$ cat config.mk
export PLATFORM = sky130hd
export DESIGN_NAME = dyn_arr_ctrl
export DESIGN_NICKNAME = d
export VERILOG_FILES = /design/src/sv/dyn_arr_pkg.sv /design/src/sv/dyn_arr_ctrl.sv
export SDC_FILE = /design/constraint.sdc
export NUM_CORES = 1
export LEC_CHECK = 0
export ABC_CLOCK_PERIOD_IN_PS = 1200
export BUFFER_PORTS_ARGS = -buffer_cell sky130_fd_sc_hd__buf_2
export CELL_PAD_IN_SITES_DETAIL_PLACEMENT = 1
export CELL_PAD_IN_SITES_GLOBAL_PLACEMENT = 2
export CORE_ASPECT_RATIO = 0.9
export CORE_UTILIZATION = 17
export DETAILED_ROUTE_END_ITERATION = 12
export MAX_ROUTING_LAYER = met4
export PLACE_DENSITY = 0.7
export SLEW_MARGIN = 5
export SYNTH_ARGS = -nofsm -noshare
export SYNTH_HDL_FRONTEND = slang
export SYNTH_SLANG_ARGS = --single-unit
$ cat constraint.sdc
create_clock -name clock -period 1.2 [get_ports clock]
set_input_delay 0.18 -clock clock [delete_from_list [all_inputs] [get_ports clock]]
set_output_delay 0.18 -clock clock [all_outputs]
set_load 0.005 [all_outputs]
$ cat src/sv/dyn_arr_pkg.sv
`timescale 1ns / 1ps
// ----------------------------------------------------------------------------
// dyn_arr_pkg
// Shared types and constants for the dynamic array table unit: request and
// response words, operation and status codes, controller/datapath links.
// ----------------------------------------------------------------------------
package dyn_arr_pkg;

   localparam int MAX_ENTRIES_DEF = 256;
   localparam int DATA_WIDTH_DEF  = 32;
   localparam int INIT_CAP_DEF    = 8;

   localparam int KIND_W  = 2;
   localparam int INDEX_W = 8;
   localparam int VALUE_W = 32;
   localparam int COUNT_W = 9;
   localparam int STAT_W  = 2;

   typedef enum logic [KIND_W-1:0] {
      OP_APPEND = 2'd0,
      OP_REMOVE = 2'd1,
      OP_POP    = 2'd2,
      OP_GET    = 2'd3
   } op_kind_type;

   typedef enum logic [STAT_W-1:0] {
      ST_OK    = 2'd0,
      ST_FULL  = 2'd1,
      ST_EMPTY = 2'd2,
      ST_RANGE = 2'd3
   } status_type;

   typedef struct packed {
      op_kind_type        kind;
      logic [INDEX_W-1:0] index;
      logic [VALUE_W-1:0] value;
   } req_type;

   typedef struct packed {
      logic [VALUE_W-1:0] read_value;
      logic [COUNT_W-1:0] entry_count;
      logic [COUNT_W-1:0] capacity_now;
      status_type         status;
   } rsp_type;

   // controller to datapath
   typedef struct packed {
      logic load;
      logic exec;
      logic shift;
      logic capture;
      logic emit;
   } ctl_cmd_type;

   // datapath to controller
   typedef struct packed {
      op_kind_type kind;
      logic        op_ok;
      logic        remove_more;
      logic        shift_more;
   } dp_stat_type;

endpackage

$ cat src/sv/dyn_arr_ctrl.sv
`timescale 1ns / 1ps
// ----------------------------------------------------------------------------
// dyn_arr_ctrl
// Sequencer for the dynamic array table unit: takes a request word, steps
// the datapath through execute, shift or read, and hands off the response.
// ----------------------------------------------------------------------------
module dyn_arr_ctrl (
   input  logic                     clock,
   input  logic                     reset,
   input  logic                     req_valid,
   output logic                     req_stall,
   output logic                     rsp_valid,
   input  logic                     rsp_stall,
   input  dyn_arr_pkg::dp_stat_type stat,
   output dyn_arr_pkg::ctl_cmd_type cmd
);
   import dyn_arr_pkg::*;

   typedef enum logic [2:0] {
      S_IDLE,
      S_EXEC,
      S_SHIFT,
      S_RDWAIT,
      S_RESULT
   } state_type;

   state_type state_ff, state_in;
   logic      rsp_valid_ff, rsp_valid_in;

   always_comb begin
      cmd          = '0;
      state_in     = state_ff;
      rsp_valid_in = rsp_valid_ff && rsp_stall;
      case (state_ff)
         S_IDLE: begin
            if (req_valid) begin
               cmd.load = 1'b1;
               state_in = S_EXEC;
            end
         end
         S_EXEC: begin
            cmd.exec = 1'b1;
            if (!stat.op_ok) begin
               state_in = S_RESULT;
            end else begin
               case (stat.kind)
                  OP_APPEND: state_in = S_RESULT;
                  OP_REMOVE: state_in = stat.remove_more ? S_SHIFT : S_RESULT;
                  OP_POP:    state_in = S_RDWAIT;
                  OP_GET:    state_in = S_RDWAIT;
                  default:   state_in = S_RESULT;
               endcase
            end
         end
         S_SHIFT: begin
            cmd.shift = 1'b1;
            if (!stat.shift_more) begin
               state_in = S_RESULT;
            end
         end
         S_RDWAIT: begin
            cmd.capture = 1'b1;
            state_in    = S_RESULT;
         end
         S_RESULT: begin
            if (!rsp_valid_ff || !rsp_stall) begin
               cmd.emit     = 1'b1;
               rsp_valid_in = 1'b1;
               state_in     = S_IDLE;
            end
         end
         default: begin
            state_in = S_IDLE;
         end
      endcase
   end

   always_ff @(posedge clock) begin
      if (reset) begin
         state_ff     <= S_IDLE;
         rsp_valid_ff <= 1'b0;
      end else begin
         state_ff     <= state_in;
         rsp_valid_ff <= rsp_valid_in;
      end
   end

   assign req_stall = (state_ff != S_IDLE);
   assign rsp_valid = rsp_valid_ff;

endmodule

==> out/metrics.cfg, run 1 <==
[timing]
skew_ps=0.322
drv_slew=0
holdWs_ps=164
rsz0062_at_grt=yes
timing.fmax_mhz=706
tns_ps=-1060
period_share=1.18
setup_viol=8
setup_ws_ps=-217
finalHoldViolations=0
layout_min_cycle_time_ps=1420
tightestPinTransition_ps=266
max_slew_margin=0.822

[pwr]
power.total_uw=458
leakage_nw=0.236
power_density_nw_per_um2=931
vdd_ir_drop_max_v=0.000252

[place]
place_area_um2=370
portBuffers=15
dp.cells=63
dp_hpwl_um=623
dp_worst_setup_slack_ps=-41.4
gp_congestion=0.691

[global_routing]
grt_overflow=0
antenna_found_initial=0
gr-usage-all-layers=0.131
first_global_vias=337
grt_max_degree=7
grt_pass1_wl_um=1470

[die]
io_pins=16
rows=12
initial_core_util=0.192
dieArea_um2=1610
chipWidth_um=42.2
die_y_um=38.2
core_um2=1290

[routing]
detail_route.wl_per_cell_um=13.9
drtPass1Iterations=4
wl_um=988
drc_errors=0
detail-route-antenna-nets=0
routed_via_density=4.77
num_vias=339
drt_iter0_drc=3

[yosys]
async_flop_share=0
ys.flop_type=dfxtp_1
synth-xor-area-share=0
netlist_instances=30
avgSynthCellArea_um2=8.26
synth.distinct_cells=20
yosys_register_bits=4
yosysWarnings=0
synthAdderAreaFrac=0
synth-simple-area-share=0.379
synth-seq-area-share=0.323
syn_area_um2=248
synth.net_count=39
synth-edff-count=0
synth_compound_area_frac=0.268
synth.area.mux_share=0
synth_top_family_by_area=simple AND/OR/NAND/NOR gates

[layout]
fin_util=0.381
design_area_um2=492
final_cells=71
syn2layout_area_growth_pct=98.5
final_nets=68
diodes=0
drive_gt1_frac=0.702

[cts]
htree_levels=1
worstSkewPairLatency_ps=240
cts_tree=done
clk_pin_slew_worst_paths_ps=40
clockBufferDepth=2
root_buffer=clkbuf_4
cts_sinks=4
ctsHoldBuffers=0
cts_inserted_buffers=3

[worst_setup_path]
endpoint_kind=primary output
crit_required_ps=1020
worst-path-max-fanout=6
cpMaxStageDelayCell=or3b_4
cp_cell_sequence=or3b_4, a21oi_2, buf_2
crit_arrival_ps=1240
worstSetupPathType=reg2out
cpPeakStageDelay_ps=390
worstSetupStartpointType=flip-flop

[run_status]
outcome=finished, violations left
violations=setup timing

[min_path]
hp-class=in2reg

[run]
drv_cap=0

cells by family (layout without fill, tap and decap cells):
| family | after synthesis | count (layout) |
|---|---|---|
| AND/OR/NAND/NOR | 16 | 16 |
| flip-flops | 4 | 4 |
| AO/OA/AOI/OAI | 8 | 8 |
| buffers and inverters | 2 | 29 |
cell usage in the layout, fill, tap and decap left out:
cell / n
nor3_2: 1
and2b_1: 1
nor2_4: 1
nor4bb_1: 1
inv_1: 1
buf_6: 6
nand2_1: 3
or3_4: 1
nand3_1: 1
inv_2: 1
a32oi_1: 1
nor2b_1: 1
dfxtp_1: 1
buf_4: 4
a2111oi_2: 1
buf_2: 14
a21o_1: 1
and2_1: 1
dfxtp_2: 1
o32a_1: 1
nor3b_2: 1
or3b_4: 1
clkbuf_4: 3
a21oi_2: 3
a31oi_1: 1
dfxtp_4: 2
nor2_1: 3
worst paths after layout:
check	startpoint	endpoint	slack (ps)	cells after the start
worst max-delay path	state_ff[0]$_SDFFE_PP0P_	cmd[0]	-220	3
worst min-delay path	reset	state_ff[2]$_SDFFE_PP0P_	160	2
worst max register to register	state_ff[0]$_SDFFE_PP0P_	state_ff[2]$_SDFFE_PP0P_	-150	5
worst min register to register	state_ff[0]$_SDFFE_PP0P_	state_ff[0]$_SDFFE_PP0P_	630	2
Yosys cell counts (2+ instances only):
cell,count,area (µm²)
inv_1,2,7.51
nor2_1,4,15.0
nand2_1,3,11.3
dfxtp_1,4,80.1
a21oi_1,2,10.0
where the power goes:
| part | total (mW) | switching [mW] | internal, mW |
|---|---|---|---|
| combinational | 0.135 | 0.0585 | 0.0764 |
| clock | 0.172 | 0.0598 | 0.112 |
| sequential | 0.151 | 0.00955 | 0.141 |
metal layers:
layer / track usage / part of all wire / up-vias
met1: 0.130 / 0.40 / 161
met4: 0.0469 / 0.017 / 0
met3: 0.0472 / 0.038 / 2
met5: - / 0 / -
met2: 0.242 / 0.54 / 8
li1: - / - / 168
flip-flops by register name, summed over array words and instances, names as in the netlist:
signal and cells:
rsp_valid 1, state_ff 3
critical path, delay by kind of cell, from the launching register on:
kind / cells / cell delay (ps)
and+or+nand+nor: 1 / 390
DFF: 1 / 350
AOI/OAI and AO/OA: 1 / 130
buffers and inverters: 1 / 130
final cells by class:
type                    instances  area, µm²
clock buffers                   3       22.5
fillers                       157        800
inverters                       2       7.51
multi-input cells              24        188
flip-flops and latches          4       88.8
well taps                      14       17.5
repair buffers                 24        168
timing repair:
item	4_1_cts	5_1_grt
setup endpoints to repair	7	8
setup buffers	3	3
gates resized for setup	13	7
pin swaps	4	5
Power figures use the tool's default switching activity.
==> inputs of run 2 (changes only) <==
--- a/config.mk
+++ b/config.mk
@@ -7,13 +7,14 @@
 export LEC_CHECK = 0
 export ABC_CLOCK_PERIOD_IN_PS = 1200
 export BUFFER_PORTS_ARGS = -buffer_cell sky130_fd_sc_hd__buf_2
-export CELL_PAD_IN_SITES_DETAIL_PLACEMENT = 1
-export CELL_PAD_IN_SITES_GLOBAL_PLACEMENT = 2
-export CORE_ASPECT_RATIO = 0.9
-export CORE_UTILIZATION = 17
+export CELL_PAD_IN_SITES_DETAIL_PLACEMENT = 0
+export CELL_PAD_IN_SITES_GLOBAL_PLACEMENT = 1
+export CORE_AREA = 2 2 39 41
 export DETAILED_ROUTE_END_ITERATION = 12
+export DIE_AREA = 0 0 41 43
 export MAX_ROUTING_LAYER = met4
-export PLACE_DENSITY = 0.7
+export PLACE_DENSITY = 0.61
+export RECOVER_POWER = 50
 export SLEW_MARGIN = 5
 export SYNTH_ARGS = -nofsm -noshare
 export SYNTH_HDL_FRONTEND = slang
==> out/metrics.cfg, run 2 (synthesized netlist as in run 1, its figures left out) <==
[global_routing]
first_global_vias=312
grt_pass1_wl_um=1070
grt_max_degree=7
gr-usage-all-layers=0.0894
antenna_found_initial=0
grt_overflow=0

[layout]
most-common-layout-cells=buf_2 (15), buf_4 (4)
final_common_cell=buf_2
syn2layout_area_growth_pct=91.9
drive_gt1_frac=0.709
largest_reg_flops=3
top_register=state_ff
diodes=0
fin_util=0.344
final_nets=66

[min_path]
hold_path_end=state_ff[2]$_SDFFE_PP0P_
whs_path_depth=2
hp-class=in2reg
min_from=reset

[timing]
period_share=1.14
finalHoldViolations=0
tightestPinTransition_ps=238
layout_min_cycle_time_ps=1360
timing.fmax_mhz=734
setup_viol=6
setup_ws_ps=-163
max_slew_margin=0.841
drv_slew=0
skew_ps=4.05
rsz0062_at_grt=yes
tns_ps=-567

[worst_setup_path]
worst-path-max-fanout=3
reg2reg_slack_ps=-40
cpMaxStageDelayCell=or3b_4
crit_required_ps=1020
crit_buf_inv=1
reg2reg_to=state_ff[2]$_SDFFE_PP0P_
worstSetupStartpointType=flip-flop
critPathTopFamily=simple AND/OR/NAND/NOR gates
endpoint_kind=primary output
r2r_cells=4
cp_cell_sequence=or3b_4, a21oi_2, buf_2
r2r_start=state_ff[2]$_SDFFE_PP0P_
worstSetupPathType=reg2out
crit_arrival_ps=1180
cpPeakStageDelay_ps=390

[routing]
met2WireLength_um=397
top_layer=met3
drt-met1-wl_um=274
detail-route-antenna-nets=0
num_vias=325
drtPass1Iterations=3
detail_route.wl_per_cell_um=9.89
drt_iter0_drc=5
wl_um=702
drc_errors=0
routed_via_density=4.58
dr_wl_met3_um=29

[die]
dieArea_um2=1760
chipWidth_um=41
initial_core_util=0.179
die_y_um=43
core_um2=1380
rows=14
io_pins=16

[pwr]
leakage_nw=0.229
power_density_nw_per_um2=956
vdd_ir_drop_max_v=0.000265

[cts]
root_buffer=clkbuf_4
clk_pin_slew_worst_paths_ps=30
htree_levels=1
worstSkewPairLatency_ps=230
cts_tree=done
ctsHoldBuffers=0
cts_inserted_buffers=3
cts_sinks=4
clockBufferDepth=2

[place]
gp_congestion=0.710
dp_hpwl_um=516
portBuffers=15

[run_status]
violations=setup timing
outcome=finished, violations left

[run]
drv_cap=0

[run 2: cell types whose count changed in the layout (fill, tap and decap cells not counted), sizes merged]
cell / change
buf: -2
[run 2: how the worst max path moves through the flow]
stage,endpoint,cells past startpoint,slack (ps),from
floorplan,state_ff[2]$_SDFFE_PP0P_,3,10,state_ff[2]$_SDFFE_PP0P_
global placement,cmd[0],3,2,state_ff[0]$_SDFFE_PP0P_
detailed placement,state_ff[1]$_SDFFE_PP0P_,4,-20,state_ff[2]$_SDFFE_PP0P_
CTS,cmd[0],3,-130,state_ff[1]$_SDFFE_PP0P_
global route,cmd[4],3,-180,state_ff[2]$_SDFFE_PP0P_
finish,cmd[0],3,-160,state_ff[2]$_SDFFE_PP0P_
[run 2: routing by layer]
metal | vias up | GRT usage
met5 | - | -
met4 | 0 | 0.0400
met3 | 0 | 0.0157
met2 | 7 | 0.181
met1 | 156 | 0.0641
li1 | 162 | -
[run 2: area by class of cell]
class	count	area, µm²
clock buffer	3	22.5
multi-input combinational	24	203
tap	16	20.0
timing repair buffer	22	139
inverter	2	7.51
sequential	4	83.8
fill	147	908
[run 2: power breakdown]
part	internal, mW	total, mW	switching (mW)
Clock	0.112	0.165	0.0534
Sequential	0.143	0.151	0.00800
Combinational	0.0800	0.138	0.0581
[run 2: stage by stage]
step	worst slack [ps]	cells	hold slack [ps]	total power [mW]	cell area, µm²
final	-163	71	154	0.454	475
after global routing	-183	71	171	0.481	475
after CTS	-133	70	159	0.437	433
after detailed placement	-18.1	65	410	0.252	373
after global placement	2.33	65	405	0.253	373
after floorplan	14.5	30	242	0.197	248
[run 2: repair_timing]
item	in CTS	in global routing
gates cloned	0	0
buffers inserted	2	1
gates resized for setup	8	8
pin swaps	4	5
endpoints found under the setup margin	7	8
==> inputs of run 3 (changes only) <==
--- a/config.mk
+++ b/config.mk
@@ -5,6 +5,7 @@
 export SDC_FILE = /design/constraint.sdc
 export NUM_CORES = 1
 export LEC_CHECK = 0
+export ABC_AREA = 1
 export ABC_CLOCK_PERIOD_IN_PS = 1200
 export BUFFER_PORTS_ARGS = -buffer_cell sky130_fd_sc_hd__buf_2
 export CELL_PAD_IN_SITES_DETAIL_PLACEMENT = 0
@@ -13,7 +14,7 @@
 export DETAILED_ROUTE_END_ITERATION = 12
 export DIE_AREA = 0 0 41 43
 export MAX_ROUTING_LAYER = met4
-export PLACE_DENSITY = 0.61
+export PLACE_DENSITY = 0.63
 export RECOVER_POWER = 50
 export SLEW_MARGIN = 5
 export SYNTH_ARGS = -nofsm -noshare
==> out/metrics.cfg, run 3 <==
[worst_setup_path]
worstSetupStartpointType=flip-flop
crit_required_ps=1020
worst-path-max-fanout=6
worstSetupPathType=reg2out
crit_arrival_ps=970
endpoint_kind=primary output

[yosys]
synth.most_common_cell=nand2_1
yosys_register_bits=4
synth-seq-area-share=0.337
ys.flop_type=dfxtp_1
yosysWarnings=0
syn_area_um2=238
synthAdderAreaFrac=0
async_flop_share=0
yosys-top-cells-count=nand2_1 (9), inv_1 (6), nor2_1 (6)
avgSynthCellArea_um2=6.26
synth-simple-area-share=0.468
netlist.top_cell.by_area=dfxtp_1
synth_top_family_by_area=simple AND/OR/NAND/NOR gates
synth_top_area_share=0.337
synth.net_count=47
synthTopCellsByArea=dfxtp_1 (34%), nand2_1 (14%), inv_1 (9.5%)
synth.area.mux_share=0
synth-xor-area-share=0
synth.distinct_cells=12
netlist_instances=38
synth-edff-count=0
synth_compound_area_frac=0.0842

[cts]
cts_sinks=4
htree_levels=1
clk_pin_slew_worst_paths_ps=40
worstSkewPairLatency_ps=230
cts_tree=done
ctsHoldBuffers=0
cts_inserted_buffers=3
clockBufferDepth=2
root_buffer=clkbuf_4

[routing]
drc_errors=0
drt_iter0_drc=4
num_vias=309
detail_route.wl_per_cell_um=7.47
detail-route-antenna-nets=0
wl_um=568
drtPass1Iterations=2
routed_via_density=4.07

[timing]
layout_min_cycle_time_ps=1150
rsz0062_at_grt=yes
finalHoldViolations=0
setup_ws_ps=47.2
setup_viol=0
skew_ps=1.25
drv_slew=0
tightestPinTransition_ps=169
holdWs_ps=156
max_slew_margin=0.886
timing.fmax_mhz=867
period_share=0.961

[layout]
final_cells=76
most-common-layout-cells=buf_2 (15), nand2_1 (7), inv_1 (6), nor2_1 (6)
final_nets=71
largest_reg_flops=3
syn2layout_area_growth_pct=67.4
top_register=state_ff
filler_cell_count=159
diodes=0
drive_gt1_frac=0.500
final_common_cell=buf_2

[global_routing]
antenna_found_initial=0
first_global_vias=261
gr-usage-all-layers=0.0823
grt_overflow=0
grt_pass1_wl_um=869
grt_max_degree=7

[pwr]
power.total_uw=624
vdd_ir_drop_max_v=0.000307
leakage_nw=0.230
power_density_nw_per_um2=1570

[die]
core_um2=1380
io_pins=16
dieArea_um2=1760
initial_core_util=0.172
chipWidth_um=41
die_y_um=43
rows=14

[place]
portBuffers=15
dp_hpwl_um=455
dp.cells=69
dp_worst_setup_slack_ps=224
gp_congestion=0.681

[run]
drv_cap=0

[min_path]
hp-class=in2reg

[run_status]
outcome=finished clean

run 3: changes by cell type after synthesis, moves of 2 or more:
cell,previous run,this run
o21ai_0,0,2
nor2_1,4,6
nand2_1,3,9
inv_1,2,6
nand3_1,1,4
run 3: final timing paths:
kind / from / to / slack (ps) / cells past startpoint
min reg2reg: rsp_valid$_SDFF_PP0_ / rsp_valid$_SDFF_PP0_ / 480 / 2
min: reset / state_ff[1]$_SDFFE_PP0P_ / 160 / 2
max: state_ff[2]$_SDFFE_PP0P_ / cmd[3] / 50 / 4
max reg2reg: state_ff[1]$_SDFFE_PP0P_ / state_ff[0]$_SDFFE_PP0P_ / 110 / 6
run 3: timing repair:
item | in CTS | in global routing
gates resized for setup | 1 | 4
pin swaps | 2 | 1
setup buffers | 3 | 1
endpoints found under the setup margin | 2 | 3
run 3: cell families (layout without fill, tap and decap cells):
| group | after synthesis | count (layout) |
|---|---|---|
| AND/OR/NAND/NOR | 23 | 23 |
| buffers and inverters | 7 | 29 |
| AO/OA/AOI/OAI | 4 | 4 |
| flip-flops | 4 | 4 |
run 3: worst max-delay path: stages (launching register included):
cell and delay (ps):
dfxtp_1 360, inv_2 80, nand3_1 110, inv_1 60
buf_2 120
run 3: through the flow:
step	setup TNS, ps	util	instance area, µm²
floorplan	0	-	238
global placement	0	0.241	333
detailed placement	0	0.241	333
CTS	0	0.274	379
global route	-122	0.288	398
finish	0	0.288	398
run 3: layer usage:
metal,GRT usage,part of all wire,vias to the layer above
met5,-,0,-
met4,0.100,0.037,0
met3,0.0314,0.044,2
met2,0.116,0.54,9
met1,0.0707,0.37,134
li1,-,-,164
run 3: final cells by class:
type,count,area (µm²),share of cell area
clock buffer,3,22.5,0.0566
timing repair buffer,19,105,0.264
tap,16,20.0,0.0503
inverter,7,26.3,0.0660
sequential,4,82.6,0.208
multi-input combinational,27,141,0.355
run 3: report_power, final:
group / internal (mW) / switching (mW) / total, mW / leakage [nW]
logic: 0.147 / 0.128 / 0.275 / 0.183
clock network: 0.112 / 0.0529 / 0.165 / 0.0138
registers: 0.160 / 0.0245 / 0.184 / 0.0336
